**config.mk**
```make
export PLATFORM = sky130hd
export DESIGN_NAME = bmp_gray_pixel_decoder_top_flat
export DESIGN_NICKNAME = d
export VERILOG_FILES = /design/src/design/bgpd_pkg.sv /design/src/design/bgpd_if.sv /design/src/design/bgpd_datapath.sv /design/src/design/bgpd_ctrl.sv /design/src/design/bmp_gray_pixel_decoder_top.sv /design/src/flat_wrapper.sv
export VERILOG_INCLUDE_DIRS = /design/src /design/src/design
export SDC_FILE = /design/constraint.sdc
export NUM_CORES = 1
export LEC_CHECK = 0
export BUFFER_PORTS_ARGS = -buffer_cell sky130_fd_sc_hd__buf_2
export CORE_MARGIN = 1
export CORE_UTILIZATION = 58
export CTS_CLUSTER_DIAMETER = 50
export DETAILED_ROUTE_END_ITERATION = 8
export MAX_ROUTING_LAYER = met4
export PLACE_DENSITY_LB_ADDON = 0.12
export SLEW_MARGIN = 0
export SYNTH_ARGS = -nofsm -noshare
export SYNTH_HDL_FRONTEND = slang
export SYNTH_SLANG_ARGS = --single-unit
```
**constraint.sdc**
```tcl
create_clock -name clk -period 7.1 [get_ports clk]
set_input_delay 0.355 -clock clk [delete_from_list [all_inputs] [get_ports clk]]
set_output_delay 0.355 -clock clk [all_outputs]
set_load 0.03 [all_outputs]
```
**src/design/assert_macros.svh**
```systemverilog
// ---------------------------------------------------------------------------
// assert_macros: concurrent assertion macros
// Both sample on clk; the first one is disabled while rst_n is low.
// ---------------------------------------------------------------------------
`ifndef ASSERT_MACROS_SVH
`define ASSERT_MACROS_SVH

`define ASSERT_CLKD(label, prop) \
  label: assert property (@(posedge clk) disable iff (!rst_n) prop) \
    else $error("assertion failed");

`define ASSERT_CLK(label, prop) \
  label: assert property (@(posedge clk) prop) \
    else $error("assertion failed");

`endif

```
**src/design/bgpd_pkg.sv**
```systemverilog
// ---------------------------------------------------------------------------
// bgpd_pkg: shared types and constants
// Field widths, header offsets, result codes and controller/datapath structs.
// ---------------------------------------------------------------------------
package bgpd_pkg;

  localparam int MAX_DIM   = 4096;
  localparam int DIM_W     = $clog2(MAX_DIM + 1);
  localparam int COORD_W   = 12;
  localparam int PADDED_W  = DIM_W + 2;
  localparam int PROD_W    = PADDED_W + DIM_W;

  localparam logic [31:0] HDR_LAST_OFF   = 32'd29;
  localparam logic [31:0] MIN_DATA_START = 32'd54;
  localparam logic [15:0] BPP_24         = 16'd24;
  localparam logic [15:0] BPP_32         = 16'd32;

  // floor(x/3) for x <= 765: x * 683 >> 11
  localparam logic [9:0] DIV3_MUL   = 10'd683;
  localparam int         DIV3_SHIFT = 11;

  typedef enum logic [1:0] {
    KIND_PIXEL  = 2'd0,
    KIND_SIZE   = 2'd1,
    KIND_HEADER = 2'd2
  } kind_t;

  typedef struct packed {
    logic clear;     // start of a new file
    logic hdr;       // header byte
    logic skip;      // byte before the pixel data, or the first data byte (offset counted)
    logic pix;       // pixel data byte
    logic pad;       // row padding byte
    logic chk_a;     // header check: ranges and row size
    logic chk_b;     // header check: padded row times height
    logic emit_err;  // post the error result
  } cmd_t;

  typedef struct packed {
    logic off_last_hdr;
    logic at_start;
    logic bip_last;
    logic bip_is2;
    logic row_end;
    logic final_px;
    logic pad_nz;
    logic pad_last;
    logic hdr_bad;
    logic size_bad;
    logic out_busy;
  } stat_t;

  function automatic logic [7:0] div3(input logic [9:0] s);
    logic [19:0] prod;
    prod = s * DIV3_MUL;
    return prod[DIV3_SHIFT +: 8];
  endfunction

endpackage

```
**src/design/bgpd_if.sv**
```systemverilog
// ---------------------------------------------------------------------------
// bgpd channel interfaces
// Byte request channel and result channel, valid/ready handshake.
// ---------------------------------------------------------------------------
interface bgpd_in_if;
  logic       valid;
  logic       ready;
  logic [7:0] file_byte;
  logic       first_byte;

  modport source (output valid, output file_byte, output first_byte, input ready);
  modport sink   (input valid, input file_byte, input first_byte, output ready);
endinterface

interface bgpd_out_if;
  logic        valid;
  logic        ready;
  logic [1:0]  kind;
  logic [11:0] row;
  logic [11:0] col;
  logic [7:0]  red;
  logic [7:0]  green;
  logic [7:0]  blue;
  logic [7:0]  gray;
  logic        last;

  modport source (output valid, output kind, output row, output col, output red,
                  output green, output blue, output gray, output last, input ready);
  modport sink   (input valid, input kind, input row, input col, input red,
                  input green, input blue, input gray, input last, output ready);
endinterface

```
**src/design/bgpd_datapath.sv**
```systemverilog
// ---------------------------------------------------------------------------
// bgpd_datapath: header fields, counters, header check and result register
// Executes the controller's commands one request at a time.
// ---------------------------------------------------------------------------
module bgpd_datapath (
  input  logic              clk,
  input  logic              rst_n,
  input  bgpd_pkg::cmd_t    cmd,
  output bgpd_pkg::stat_t   st,
  input  logic [7:0]        file_byte,
  bgpd_out_if.source        out_if
);

  logic [31:0] offset_r;
  logic [31:0] size_r;
  logic [31:0] start_r;
  logic [31:0] width_r;
  logic [31:0] height_r;
  logic [15:0] bpp_r;
  logic        bpp32_r;
  logic [1:0]  pad_r;
  logic [bgpd_pkg::PADDED_W-1:0] padded_r;
  logic [bgpd_pkg::PROD_W-1:0]   prod_r;
  logic        hdr_bad_r;
  logic [bgpd_pkg::DIM_W-1:0] col_r;
  logic [bgpd_pkg::DIM_W-1:0] rows_r;
  logic [1:0]  bip_r;
  logic [7:0]  blue_r;
  logic [7:0]  green_r;
  logic [1:0]  pad_left_r;

  logic        out_valid_r;
  logic [1:0]  out_kind_r;
  logic [11:0] out_row_r;
  logic [11:0] out_col_r;
  logic [7:0]  out_red_r;
  logic [7:0]  out_green_r;
  logic [7:0]  out_blue_r;
  logic [7:0]  out_gray_r;
  logic        out_last_r;

  logic [bgpd_pkg::DIM_W-1:0]    width_d;
  logic [bgpd_pkg::DIM_W-1:0]    height_d;
  logic                          is_bpp32;
  logic [bgpd_pkg::PADDED_W-1:0] row_bytes;
  logic [1:0]                    pad_calc;
  logic                          hdr_bad;
  logic [32:0]                   total;
  logic [1:0]                    lane_a;
  logic [9:0]                    pix_sum;
  logic [bgpd_pkg::DIM_W-1:0]    row_td;

  assign width_d  = width_r[bgpd_pkg::DIM_W-1:0];
  assign height_d = height_r[bgpd_pkg::DIM_W-1:0];
  assign is_bpp32 = (bpp_r == bgpd_pkg::BPP_32);

  always_comb begin
    if (is_bpp32) begin
      row_bytes = {width_d, 2'b00};
    end else begin
      row_bytes = {1'b0, width_d, 1'b0} + {2'b00, width_d};
    end
    pad_calc = 2'd0 - row_bytes[1:0];
  end

  assign hdr_bad = !((bpp_r == bgpd_pkg::BPP_24) || is_bpp32) ||
                   (width_r == 32'd0) || (width_r > 32'(bgpd_pkg::MAX_DIM)) ||
                   (height_r == 32'd0) || (height_r > 32'(bgpd_pkg::MAX_DIM)) ||
                   (start_r < bgpd_pkg::MIN_DATA_START);

  assign total  = {1'b0, start_r} + 33'(prod_r);
  // field byte lane; data start, width and height sit at the same alignment as size
  assign lane_a = offset_r[1:0] - 2'd2;

  assign pix_sum = {2'b00, file_byte} + {2'b00, green_r} + {2'b00, blue_r};
  assign row_td  = height_d - bgpd_pkg::DIM_W'(1) - rows_r;

  always_comb begin
    st.off_last_hdr = (offset_r == bgpd_pkg::HDR_LAST_OFF);
    st.at_start     = (offset_r == start_r);
    st.bip_last     = (bip_r == (bpp32_r ? 2'd3 : 2'd2));
    st.bip_is2      = (bip_r == 2'd2);
    st.row_end      = ((col_r + bgpd_pkg::DIM_W'(1)) == width_d);
    st.final_px     = st.row_end && ((rows_r + bgpd_pkg::DIM_W'(1)) == height_d);
    st.pad_nz       = (pad_r != 2'd0);
    st.pad_last     = (pad_left_r == 2'd1);
    st.hdr_bad      = hdr_bad_r;
    st.size_bad     = (total != {1'b0, size_r});
    st.out_busy     = out_valid_r && !out_if.ready;
  end

  always_ff @(posedge clk) begin
    if (cmd.clear) begin
      offset_r   <= 32'd1;
      size_r     <= '0;
      start_r    <= '0;
      width_r    <= '0;
      height_r   <= '0;
      bpp_r      <= '0;
      col_r      <= '0;
      rows_r     <= '0;
      bip_r      <= '0;
      pad_left_r <= '0;
    end
    if (cmd.hdr) begin
      offset_r <= offset_r + 32'd1;
      case (offset_r) inside
        [32'd2:32'd5]:   size_r[{lane_a, 3'b000} +: 8]   <= file_byte;
        [32'd10:32'd13]: start_r[{lane_a, 3'b000} +: 8]  <= file_byte;
        [32'd18:32'd21]: width_r[{lane_a, 3'b000} +: 8]  <= file_byte;
        [32'd22:32'd25]: height_r[{lane_a, 3'b000} +: 8] <= file_byte;
        [32'd28:32'd29]: bpp_r[{offset_r[0], 3'b000} +: 8] <= file_byte;
        default: ;
      endcase
    end
    if (cmd.skip) begin
      offset_r <= offset_r + 32'd1;
    end
    if (cmd.chk_a) begin
      hdr_bad_r <= hdr_bad;
      bpp32_r   <= is_bpp32;
      pad_r     <= pad_calc;
      padded_r  <= row_bytes + bgpd_pkg::PADDED_W'(pad_calc);
    end
    if (cmd.chk_b) begin
      prod_r <= padded_r * bgpd_pkg::PROD_W'(height_d);
    end
    if (cmd.pix) begin
      case (bip_r)
        2'd0:    blue_r  <= file_byte;
        2'd1:    green_r <= file_byte;
        default: ;
      endcase
      if (!(st.bip_is2 && st.final_px)) begin
        if (st.bip_last) begin
          bip_r <= '0;
          if (st.row_end) begin
            col_r  <= '0;
            rows_r <= rows_r + bgpd_pkg::DIM_W'(1);
            if (st.pad_nz) begin
              pad_left_r <= pad_r;
            end
          end else begin
            col_r <= col_r + bgpd_pkg::DIM_W'(1);
          end
        end else begin
          bip_r <= bip_r + 2'd1;
        end
      end
    end
    if (cmd.pad) begin
      pad_left_r <= pad_left_r - 2'd1;
    end

    // result register
    if (cmd.pix && st.bip_is2) begin
      out_kind_r  <= bgpd_pkg::KIND_PIXEL;
      out_row_r   <= row_td[bgpd_pkg::COORD_W-1:0];
      out_col_r   <= bgpd_pkg::COORD_W'(col_r);
      out_red_r   <= file_byte;
      out_green_r <= green_r;
      out_blue_r  <= blue_r;
      out_gray_r  <= bgpd_pkg::div3(pix_sum);
      out_last_r  <= st.final_px;
    end else if (cmd.emit_err) begin
      out_kind_r  <= hdr_bad_r ? bgpd_pkg::KIND_HEADER : bgpd_pkg::KIND_SIZE;
      out_row_r   <= '0;
      out_col_r   <= '0;
      out_red_r   <= '0;
      out_green_r <= '0;
      out_blue_r  <= '0;
      out_gray_r  <= '0;
      out_last_r  <= 1'b1;
    end

    if (!rst_n) begin
      out_valid_r <= 1'b0;
    end else if ((cmd.pix && st.bip_is2) || cmd.emit_err) begin
      out_valid_r <= 1'b1;
    end else if (out_if.ready) begin
      out_valid_r <= 1'b0;
    end
  end

  assign out_if.valid = out_valid_r;
  assign out_if.kind  = out_kind_r;
  assign out_if.row   = out_row_r;
  assign out_if.col   = out_col_r;
  assign out_if.red   = out_red_r;
  assign out_if.green = out_green_r;
  assign out_if.blue  = out_blue_r;
  assign out_if.gray  = out_gray_r;
  assign out_if.last  = out_last_r;

endmodule

```
**src/design/bgpd_ctrl.sv**
```systemverilog
// ---------------------------------------------------------------------------
// bgpd_ctrl: parse controller
// Tracks the file phase, drives input ready and issues datapath commands.
// ---------------------------------------------------------------------------
module bgpd_ctrl (
  input  logic            clk,
  input  logic            rst_n,
  bgpd_in_if.sink         in_if,
  input  bgpd_pkg::stat_t st,
  output bgpd_pkg::cmd_t  cmd
);

  typedef enum logic [3:0] {
    S_IDLE,
    S_HEADER,
    S_CHK_A,
    S_CHK_B,
    S_CHK_C,
    S_SKIP,
    S_PIXEL,
    S_PAD,
    S_DONE
  } state_t;

  state_t state_r;
  state_t state_nxt;
  logic   open;
  logic   acc;

  always_comb begin
    open = !((state_r == S_CHK_A) || (state_r == S_CHK_B) || (state_r == S_CHK_C));
    in_if.ready = rst_n && open && !st.out_busy;
    acc = in_if.valid && in_if.ready;
  end

  always_comb begin
    cmd       = '0;
    state_nxt = state_r;
    case (state_r)
      S_CHK_A: begin
        cmd.chk_a = 1'b1;
        state_nxt = S_CHK_B;
      end
      S_CHK_B: begin
        cmd.chk_b = 1'b1;
        state_nxt = S_CHK_C;
      end
      S_CHK_C: begin
        if (!st.out_busy) begin
          if (st.hdr_bad || st.size_bad) begin
            cmd.emit_err = 1'b1;
            state_nxt    = S_DONE;
          end else begin
            state_nxt = S_SKIP;
          end
        end
      end
      default: begin
        if (acc && in_if.first_byte) begin
          cmd.clear = 1'b1;
          state_nxt = S_HEADER;
        end else if (acc) begin
          case (state_r)
            S_HEADER: begin
              cmd.hdr = 1'b1;
              if (st.off_last_hdr) begin
                state_nxt = S_CHK_A;
              end
            end
            S_SKIP: begin
              cmd.skip = 1'b1;
              if (st.at_start) begin
                cmd.pix   = 1'b1;
                state_nxt = S_PIXEL;
              end
            end
            S_PIXEL: begin
              cmd.pix = 1'b1;
            end
            S_PAD: begin
              cmd.pad = 1'b1;
              if (st.pad_last) begin
                state_nxt = S_PIXEL;
              end
            end
            default: ;
          endcase
          // pixel byte outcome, also for the first data byte taken in skip
          if (cmd.pix) begin
            if (st.bip_is2 && st.final_px) begin
              state_nxt = S_DONE;
            end else if (st.bip_last && st.row_end && st.pad_nz) begin
              state_nxt = S_PAD;
            end
          end
        end
      end
    endcase
    if (!rst_n) begin
      cmd = '0;
    end
  end

  always_ff @(posedge clk) begin
    if (!rst_n) begin
      state_r <= S_IDLE;
    end else begin
      state_r <= state_nxt;
    end
  end

endmodule

```
**src/design/bmp_gray_pixel_decoder_top.sv**
```systemverilog
// ---------------------------------------------------------------------------
// bmp_gray_pixel_decoder_top: BMP byte stream to gray pixel results
// Parses the BMP header, checks it and emits one result per pixel or one error result.
// ---------------------------------------------------------------------------
// Usage:
//   in_if  : one file byte per request; first_byte marks offset 0 of a file
//            and restarts parsing whenever it is taken.
//   out_if : one result per pixel (kind pixel, top-down row, column, RGB,
//            gray) or one error result (size mismatch / bad header), last set
//            on the final pixel and on errors.
// Throughput: one byte per cycle unless a result is stalled; after header
//   byte 29 input ready is low while the header check runs (range checks,
//   padded row times height multiply, size compare).
// Latency: a pixel result is valid the cycle after its red byte is taken;
//   an error result is registered from S_CHK_C, after S_CHK_A and S_CHK_B.
// Reset: synchronous, active low; the block waits for a first byte.
// Stall: results sit in a single output register; while it holds a result
//   that the receiver does not take, input ready is low.
// ---------------------------------------------------------------------------
`include "assert_macros.svh"

module bmp_gray_pixel_decoder_top (
  input  logic        clk,
  input  logic        rst_n,
  bgpd_in_if.sink     in_if,
  bgpd_out_if.source  out_if
);

  bgpd_pkg::cmd_t  cmd;
  bgpd_pkg::stat_t st;

  logic pix_post;
  logic out_pix;
  logic out_err;

  bgpd_ctrl u_ctrl (
    .clk   (clk),
    .rst_n (rst_n),
    .in_if (in_if),
    .st    (st),
    .cmd   (cmd)
  );

  bgpd_datapath u_dp (
    .clk       (clk),
    .rst_n     (rst_n),
    .cmd       (cmd),
    .st        (st),
    .file_byte (in_if.file_byte),
    .out_if    (out_if)
  );

  assign pix_post = cmd.pix && st.bip_is2;
  assign out_pix  = out_if.valid && (out_if.kind == bgpd_pkg::KIND_PIXEL);
  assign out_err  = out_if.valid && out_if.last && (out_if.kind != bgpd_pkg::KIND_PIXEL);

  `ASSERT_CLKD(a_stall_blocks_input, (out_if.valid && !out_if.ready) |-> !in_if.ready)
  `ASSERT_CLKD(a_red_byte_posts_pixel, pix_post |=> out_pix)
  `ASSERT_CLKD(a_error_is_last, cmd.emit_err |=> out_err)

endmodule
```
**src/flat_wrapper.sv**
```systemverilog
// flat-port wrapper written by rule: the top's interface ports become plain ports
module bmp_gray_pixel_decoder_top_flat 
  (clk, rst_n, in_if_valid, in_if_file_byte, in_if_first_byte, in_if_ready, out_if_valid, out_if_kind, out_if_row, out_if_col, out_if_red, out_if_green, out_if_blue, out_if_gray, out_if_last, out_if_ready);
  bgpd_in_if in_if_i ();
  bgpd_out_if out_if_i ();
  input  logic clk;
  input  logic rst_n;
  input wire logic [$bits(in_if_i.valid)-1:0] in_if_valid;
  input wire logic [$bits(in_if_i.file_byte)-1:0] in_if_file_byte;
  input wire logic [$bits(in_if_i.first_byte)-1:0] in_if_first_byte;
  output wire logic [$bits(in_if_i.ready)-1:0] in_if_ready;
  output wire logic [$bits(out_if_i.valid)-1:0] out_if_valid;
  output wire logic [$bits(out_if_i.kind)-1:0] out_if_kind;
  output wire logic [$bits(out_if_i.row)-1:0] out_if_row;
  output wire logic [$bits(out_if_i.col)-1:0] out_if_col;
  output wire logic [$bits(out_if_i.red)-1:0] out_if_red;
  output wire logic [$bits(out_if_i.green)-1:0] out_if_green;
  output wire logic [$bits(out_if_i.blue)-1:0] out_if_blue;
  output wire logic [$bits(out_if_i.gray)-1:0] out_if_gray;
  output wire logic [$bits(out_if_i.last)-1:0] out_if_last;
  input wire logic [$bits(out_if_i.ready)-1:0] out_if_ready;
  assign in_if_i.valid = in_if_valid;
  assign in_if_i.file_byte = in_if_file_byte;
  assign in_if_i.first_byte = in_if_first_byte;
  assign in_if_ready = in_if_i.ready;
  assign out_if_valid = out_if_i.valid;
  assign out_if_kind = out_if_i.kind;
  assign out_if_row = out_if_i.row;
  assign out_if_col = out_if_i.col;
  assign out_if_red = out_if_i.red;
  assign out_if_green = out_if_i.green;
  assign out_if_blue = out_if_i.blue;
  assign out_if_gray = out_if_i.gray;
  assign out_if_last = out_if_i.last;
  assign out_if_i.ready = out_if_ready;
  bmp_gray_pixel_decoder_top u_core (.clk(clk), .rst_n(rst_n), .in_if(in_if_i), .out_if(out_if_i));
endmodule
```
* Word-level counts from Yosys, hierarchy flattened
Cells that the tools add are included.
** Cells by class
- Mux-type cells :: 99
- Magnitude comparators :: 13
- Add/subtract/negate cells :: 16
- Equality and inequality tests :: 19
- Multiply operators :: 2
- Reduce and logical (&&, ||, !) cells :: 41
- Shift operators :: 4
** Operator list (number)
- 2-to-1 mux 32 bit :: 21
- 2-to-1 mux 13 bit :: 10
- bitwise mux 32 bit :: 4
- 2-to-1 mux 16 bit :: 7
- greater-or-equal comparator 32 x 5 -> 1 bit (second input constant) :: 3
- less-or-equal comparator 32 x 5 -> 1 bit (second input constant) :: 3
- greater-than comparator 32 x 13 -> 1 bit (second input constant) :: 2
- zero test 32 bit :: 2
- 2-to-1 mux 4 bit :: 12
- 2-to-1 mux 8 bit :: 6
- 2-to-1 mux 12 bit :: 3
- adder 32 x 28 -> 33 bit :: 1
- inequality test 33 x 32 -> 1 bit :: 1
- adder 32 x 1 -> 32 bit (second input constant) :: 1
- equality test 32 bit :: 1
- equality test 32 x 5 -> 1 bit (second input constant) :: 1
- greater-or-equal comparator 32 x 2 -> 1 bit (second input constant) :: 1
- greater-or-equal comparator 32 x 4 -> 1 bit (second input constant) :: 1
- less-or-equal comparator 32 x 3 -> 1 bit (second input constant) :: 1
- less-or-equal comparator 32 x 4 -> 1 bit (second input constant) :: 1
- < comparator 32 x 6 -> 1 bit (second input constant) :: 1
- variable shift 8 x 7 -> 32 bit (first input constant) :: 1
- indexed part select 8 x 7 -> 32 bit :: 1
- multiplier 15 x 13 -> 28 bit :: 1
- 42 further kinds :: 108
** Word-level totals
- Output and inout port bits :: 61
- Bits of input ports :: 13
- Register bits :: 333
- Logic and storage cells :: 221

* Depth between registers and ports, before layout
Gate-level depths: netlist of the first run.
- Word-level depth :: 22
- Gate-level depth with buffers :: 29
- Gate-level depth less buffers :: 29

* Modules after synthesis
Synthesis of the first run repeated with hierarchy kept, for this count alone.
** Unflattened totals
- Cells, all modules :: 2832
- Area, all modules :: 25914.9 um2
** By module, submodules not included
- bgpd_datapath :: cells each 2758, sequential area each 8047.7 um2, area each 25350.6 um2, instances 1
- bgpd_ctrl :: cells each 74, sequential area each 80.1 um2, area each 564.3 um2, instances 1

* Worst setup path before layout of the first run
No wires, ideal clock.
- Kind :: input to register
- Start point :: input in_if_file_byte[1]
- End point :: register u_core.u_dp.out_gray_r[7] (netlist: u_core.u_dp.out_if.gray[7]), data pin
- Data required time :: 6.839 ns
- Stages on the path :: 28
- Path buffers :: 0
- Setup time :: 0.261 ns
- Path slack :: 0.419 ns
- Data arrival time :: 6.420 ns
- Cells stage by stage :: inv_1 > fa_1 > inv_1 > ha_1 > fa_1 > a21o_1 > a21oi_1 > o21bai_1 > a21oi_1 > nor2b_1 > o21ai_0 > inv_1 > ha_1 > ha_1 > inv_1 > fa_1 > fa_1 > inv_1 > ha_1 > ha_1 > or3_1 > o211ai_1 > a31oi_1 > a21oi_1 > inv_1 > a21oi_1 > xnor2_1 > nor2_1
** On the way
- Cells in the longest elaborated chain, start to end :: 4
** Ends and longest elaborated chain
- from (decl) :: line flat_wrapper.sv:9 : input wire logic [$bits(in_if_i.file_byte)-1:0] in_if_file_byte;
- adder 8 x 8 -> 9 bit :: line bgpd_datapath.sv:75 : assign pix_sum = {2'b00, file_byte} + {2'b00, green_r} + {2'b00, blue_r};
- adder 9 x 8 -> 10 bit :: line bgpd_datapath.sv:75
- multiplier 10 x 10 -> 19 bit :: line bgpd_pkg.sv:55 : prod = s * DIV3_MUL;
- 2-to-1 mux 8 bit :: line bgpd_datapath.sv:156 : if (cmd.pix && st.bip_is2) begin
- to (signal assigned) :: line bgpd_datapath.sv:163 : out_gray_r <= bgpd_pkg::div3(pix_sum);
- to (decl) :: line bgpd_datapath.sv:39 : logic [7:0] out_gray_r;
No other way between the ends.
A chain may end at the register's enable or synchronous reset.

* Final worst setup path of the first run
- Start point :: register u_core.u_dp.blue_r[1]
- End point :: register u_core.u_dp.out_gray_r[7] (netlist: u_core.u_dp.out_if.gray[7]), data pin
** On the way
- Cells in the longest elaborated chain, start to end :: 3
** Ends and longest elaborated chain
- from (decl) :: line bgpd_datapath.sv:28 : logic [7:0] blue_r;
- from (signal assigned) :: line bgpd_datapath.sv:130 : 2'd0: blue_r <= file_byte;
- adder 9 x 8 -> 10 bit :: line bgpd_datapath.sv:75
- multiplier 10 x 10 -> 19 bit :: line bgpd_pkg.sv:55
- 2-to-1 mux 8 bit :: line bgpd_datapath.sv:156
No other way between the ends.

==> metrics.yaml, run 1 <==
global_routing:
  overflow: 0
  grt_pass1_wl_mm: 111
  grt_pass1_vias: 20167
  antenna_found_initial: 1
  grt_max_degree: 112
  grt_usage: 0.331
power:
  power.leakage_nw: 12.1
  peakVddDrop_mv: 0.177
  fin_total_pwr_mw: 5.21
  power.density_nw_per_um2: 187
synthesis:
  synthFlopType: "dfxtp_1"
  synth_area_um2: 25500
  postSynthAreaPerCell_um2: 9.15
  ys_ff_latch: 331
  synthTopCellsByCount: "287 x nand2_1, 274 x inv_1, 207 x ha_1"
  synthCells: 2788
  synth_edf_count: 150
  synth.distinct_cells: 92
  yosys_warnings: 0
  synth_top_area_share: 0.177
  synthArstFlopShare: 0
  yosysTopAreaCell: "edfxtp_1"
  synth_area_leaders: "edfxtp_1 18%, dfxtp_1 14%, fa_1 13%"
  synthesis.nets: 3173
  synth-seq-area-share: 0.319
  synth_most_common_cell: "nand2_1"
critical_path:
  r2r-start: "u_core.u_dp.blue_r[1]"
  crit_path_end_kind: "register"
  cp.arrival_ps: 7030
  required_ps: 7390
  cp_slowest_stage_delay_ps: 550
  worst_r2r_endpoint: "u_core.u_dp.out_if.gray[7]"
  reg2reg_depth: 26
  crit_path_start_kind: "register"
  criticalPathCategory: "reg -> reg"
  critical_path.slowest_cell: "fa_1"
  worstPathMaxFanout: 3
  r2r_setup_slack_ps: 360
finish:
  seqCellArea_um2: 8130
  fin_area_um2: 27900
  multiInputGateArea_um2: 15800
  syn_to_final_growth_pct: 9.20
  layout.nets: 3199
  layout-drive-gt1-share: 0.0808
  instances_no_fill: 3431
  n_fill_cell: 3661
detailed_routing:
  wirelength_mm: 70.1
  firstDrtPassIters: 5
  via_count: 20544
  detail_route.wl_per_cell_um: 20.4
  vias_per_cell: 5.99
  drc: 0
  drt-initial-drc-count: 1561
  postRouteAntennaNets: 0
flow_run:
  drv_cap: 0
clock_network:
  numCtsBuffers: 41
  ctsHoldBuffers: 0
  cts_root_buf: "clkbuf_16"
  clock_latency_ps: 580
  cts.sinks: 331
  clk_pin_slew_ps: 60
  cts_htree_levels: 2
  cts_tree: "built"
  clk_path_buf_depth: 3
sta:
  finalSetupViolations: 0
  fin_skew_ps: 24.3
  rsz0062_at_grt: "false"
  finalHoldViolations: 0
  fin_setup_tns_ps: 0
  maxSlewViolCount: 0
  period_minus_slack_ps: 6740
  max_freq_ghz: 0.148
  tightest_slew_ps: 1270
  post-route-period-util: 0.949
  relSlewSlack: 0.153
die:
  io_pins: 74
  dieArea_um2: 44800
  rows: 76
  start_util: 0.589
  core-area_um2: 43300
  die_width_um: 212
  die_h_um: 212
min_path:
  whs_endpoint: "u_core.u_ctrl.state_r[0]"
  hp-start: "rst_n"
  hp-class: "in -> reg"
  min_delay_path_depth: 2
status:
  status: "complete, no violations"
placement:
  place_area_um2: 26300
  numPortBuffers: 73
  post-place-cells: 3342
  hpwlAfterDp_mm: 52.7
  gp_routability_congestion: 0.977
## per-layer routing
metal | up-vias | track usage | wire length (um) | share of wire
met5 | - | - | 0 | 0
met4 | 0 | 0.115 | 2400 | 0.034
met3 | 152 | 0.0433 | 4540 | 0.065
met2 | 698 | 0.524 | 32700 | 0.47
met1 | 10015 | 0.438 | 30400 | 0.43
li1 | 9679 | - | - | -
## critical path, delay by kind of cell (launching register included)
| family | cells | cell delay, ps |
|---|---|---|
| AO/OA/AOI/OAI | 8 | 1580 |
| XOR/XNOR | 2 | 340 |
| adder cells (fa/ha/maj) | 9 | 3490 |
| buffers and inverters | 5 | 280 |
| flip-flops | 1 | 330 |
| AND/OR/NAND/NOR | 2 | 420 |
## metrics by stage
step	setup slack (ps)	utilization	hold WS (ps)
after global routing	27.6	0.644	78.3
after detailed placement	183	0.609	442
after global placement	232	0.609	437
after CTS	297	0.641	65.7
after floorplan	419	-	429
final	364	0.644	85.9
## kinds of logic after synthesis
group,after synthesis,synth area share
mux,13,0.00515
compound gates,499,0.125
fa+ha+maj,372,0.231
simple gates,947,0.185
other cells,1,0.000147
flops,331,0.319
buf+inv,420,0.0636
xor+xnor,205,0.0709
## how the worst max path moves through the flow
| stage | slack [ps] | from | cells past startpoint | to |
|---|---|---|---|---|
| after floorplan | 420 | in_if_file_byte[1] | 28 | u_core.u_dp.out_if.gray[7] |
| after global placement | 230 | in_if_file_byte[1] | 27 | u_core.u_dp.out_if.gray[7] |
| after detailed placement | 180 | in_if_file_byte[1] | 29 | u_core.u_dp.out_if.gray[7] |
| after CTS | 300 | u_core.u_dp.blue_r[1] | 28 | u_core.u_dp.out_if.gray[7] |
| after global routing | 30 | u_core.u_dp.blue_r[1] | 26 | u_core.u_dp.out_if.gray[7] |
| final | 360 | u_core.u_dp.blue_r[1] | 26 | u_core.u_dp.out_if.gray[7] |
## flip-flops by register name (all words and copies together) (netlist names), 13 cells and up
register and cells:
u_core.u_dp.start_r 32, u_core.u_dp.rows_r 13, u_core.u_dp.offset_r 32, u_core.u_dp.height_r 32, u_core.u_dp.prod_r 27, u_core.u_dp.size_r 32, u_core.u_dp.bpp_r 16, u_core.u_dp.col_r 13
u_core.u_dp.width_r 32, u_core.u_dp.padded_r 14
## power by group
group | internal (mW) | switching (mW) | total, mW
clock | 1.28 | 0.879 | 2.16
combinational | 0.466 | 0.581 | 1.05
sequential | 1.99 | 0.0113 | 2.00
## layout by cell type (no fill, tap or decap), types with 35 or more instances in the layout
cell         n
edfxtp_1   150
ha_1       207
dfxtp_1    181
nor4_1      45
a21oi_1     87
fa_1       165
nand3_1    158
nor2_1     148
and2_1      92
buf_4       54
and3_1      54
buf_2       73
xor2_1     101
nor3_1      35
xnor2_1    103
clkbuf_16   43
o21ai_0    187
inv_1      274
nand2_1    286
## final cells by class
type,instances,area share
antenna,1,0.0000898
clock inverter,19,0.00795
timing repair buffer,127,0.0277
inverter,276,0.0372
multi-input combinational,2037,0.567
sequential,331,0.292
clock buffer,55,0.0420
tap,585,0.0263
## repair_timing
action	4_1_cts	5_1_grt
setup buffers	0	14
setup endpoints to repair	0	3
gates resized for setup	0	4
Note: power is estimated with default switching activity, not from simulation.
==> run 2: changes to the inputs <==
--- a/config.mk
+++ b/config.mk
@@ -6,9 +6,10 @@
 export SDC_FILE = /design/constraint.sdc
 export NUM_CORES = 1
 export LEC_CHECK = 0
+export ABC_AREA = 1
 export BUFFER_PORTS_ARGS = -buffer_cell sky130_fd_sc_hd__buf_2
 export CORE_MARGIN = 1
-export CORE_UTILIZATION = 58
+export CORE_UTILIZATION = 65
 export CTS_CLUSTER_DIAMETER = 50
 export DETAILED_ROUTE_END_ITERATION = 8
 export MAX_ROUTING_LAYER = met4
@@ -16,4 +17,5 @@
 export SLEW_MARGIN = 0
 export SYNTH_ARGS = -nofsm -noshare
 export SYNTH_HDL_FRONTEND = slang
+export SYNTH_HIERARCHICAL = 1
 export SYNTH_SLANG_ARGS = --single-unit
==> constraint.sdc (replaced) <==
create_clock -name clk -period 6.4 [get_ports clk]
set_input_delay 0.32 -clock clk [delete_from_list [all_inputs] [get_ports clk]]
set_output_delay 0.32 -clock clk [all_outputs]
set_load 0.03 [all_outputs]
==> metrics.yaml, run 2 <==
status:
  status: "complete, no violations"
finish:
  final_cell_mix: "747 x nand2_1, 615 x inv_1, 274 x nor2_1"
  n_fill_cell: 3321
  antenna_cells: 0
  layout-drive-gt1-share: 0.0914
  layout_commonest_cell: "nand2_1"
  syn_to_final_growth_pct: 8.33
  layout.nets: 3975
  instances_no_fill: 4154
die:
  dieArea_um2: 42900
  die_width_um: 207
  start_util: 0.664
  die_h_um: 207
  core-area_um2: 41200
  rows: 74
  io_pins: 74
detailed_routing:
  postRouteAntennaNets: 0
  drc: 0
  vias_per_cell: 5.84
  wirelength_mm: 76.4
  via_count: 24246
  firstDrtPassIters: 6
  detail_route.wl_per_cell_um: 18.4
  drt-initial-drc-count: 2243
synthesis:
  synthArstFlopShare: 0
  ys_ff_latch: 331
  synth_area_leaders: "edfxtp_1 16%, dfxtp_1 13%, fa_1 12%"
  synthFlopType: "dfxtp_1"
  postSynthAreaPerCell_um2: 7.72
  synth_edf_count: 150
  synthesis.nets: 3931
  synth-seq-area-share: 0.297
  synth_top_area_share: 0.165
  synth.distinct_cells: 64
  synthTopCellsByCount: "750 x nand2_1, 618 x inv_1, 277 x nor2_1"
  synth_most_common_cell: "nand2_1"
  synth_area_um2: 27400
  yosys_warnings: 6
  yosysTopAreaCell: "edfxtp_1"
  synthCells: 3547
global_routing:
  antenna_found_initial: 0
  overflow: 0
  grt_max_degree: 82
  grt_pass1_wl_mm: 123
  grt_usage: 0.369
  grt_pass1_vias: 23678
critical_path:
  critical_path.slowest_cell: "dlygate4sd3_1"
  cp.arrival_ps: 6370
  crit_top_cell: "inv_1"
  required_ps: 6700
  crit_path_end_kind: "register"
  criticalPathCategory: "in -> reg"
  cp_slowest_stage_delay_ps: 550
  crit_path_start_kind: "input port"
  worstPathMaxFanout: 5
sta:
  maxSlewViolCount: 0
  period_minus_slack_ps: 6070
  finalHoldViolations: 0
  fin_skew_ps: 15.0
  relSlewSlack: 0.396
  finalSetupViolations: 0
  post-route-period-util: 0.948
  tightest_slew_ps: 904
  max_freq_ghz: 0.165
clock_network:
  cts_tree: "built"
  clk_path_buf_depth: 3
  clock_latency_ps: 570
  clk_pin_slew_ps: 60
  numCtsBuffers: 41
  cts_htree_levels: 2
  cts_root_buf: "clkbuf_16"
  cts.sinks: 331
power:
  fin_total_pwr_mw: 6.21
  power.leakage_nw: 14.6
  power.density_nw_per_um2: 209
  peakVddDrop_mv: 0.259
placement:
  gp_routability_congestion: 1.01
  numPortBuffers: 73
  hpwlAfterDp_mm: 59.8
  post-place-cells: 4074
min_path:
  hp-class: "in -> reg"
flow_run:
  drv_cap: 0
==> run 2: cell count changes after synthesis, moves of 51 or more <==
cell      change
nor2_1      +127
clkbuf_1     -55
inv_1       +344
and3_1       -53
xnor2_1      -70
o21ai_1      +51
nand2_1     +463
nand3_1      +70
and2_1       -89
==> run 2: layer usage <==
layer  share of wire  GRT usage  up-vias
li1                -          -    11518
met1            0.41      0.471    11526
met2            0.47      0.600     1021
met3           0.083     0.0570      181
met4           0.035      0.129        0
met5               0          -        -
==> run 2: final cells by class <==
type,count,area [um2],area share
multi-input cells,2462,16400,0.552
clock buffers,54,1160,0.0391
clock inverters,20,213,0.00717
well taps,532,666,0.0224
flip-flops and latches,331,8130,0.274
inverters,641,2410,0.0813
repair buffers,114,697,0.0235
==> run 2: kinds of logic after synthesis <==
kind of cell / count (synthesis) / synth area share
and+or+nand+nor: 1502 / 0.244
buffers and inverters: 754 / 0.107
AOI/OAI and AO/OA: 475 / 0.100
adders and majority gates: 371 / 0.215
DFF: 331 / 0.297
xor gates and xnor gates: 113 / 0.0372
other: 1 / 0.000137
==> run 2: power by group <==
part           internal [mW]  switching [mW]
combinational          0.576           0.946
clock                   1.41           0.953
sequential              2.25          0.0709
==> run 2: critical path: cells and delay by family <==
family	cells	cell delay, ps
xor gates and xnor gates	1	300
adders and majority gates	9	3410
AOI/OAI and AO/OA	5	660
and+or+nand+nor	5	510
buffers and inverters	10	1160
==> run 2: stage by stage <==
step	hold WS [ps]	setup TNS [ps]	area (um2)	utilization	setup slack, ps
after detailed placement	469	0	28200	0.684	71.4
after floorplan	419	0	27400	-	458
final	32.5	0	29700	0.720	334
after global routing	17.9	-62.5	29700	0.720	-56.3
after CTS	7.25	0	29600	0.718	116
after global placement	461	0	28200	0.684	126
==> run 2: repair_timing <==
action                                  in CTS  in global routing
hold endpoints to repair                     4                  0
hold buffers                                 2                  0
gates resized for setup                      0                 18
buffers inserted                             0                  4
endpoints found under the setup margin       0                  5
==> run 2: worst paths after layout <==
| path | start | end | slack [ps] | cells after the start |
|---|---|---|---|---|
| setup / recovery | in_if_file_byte[1] | u_core/u_dp/out_if.gray[5] | 330 | 30 |
| hold / removal | rst_n | u_core/u_dp/out_if.valid | 30 | 2 |
| setup reg to reg | u_core/u_dp/blue_r[3] | u_core/u_dp/out_if.gray[5] | 380 | 24 |
| hold reg to reg | u_core/u_dp/out_if.kind[0] | u_core/u_dp/out_if.kind[0] | 480 | 2 |
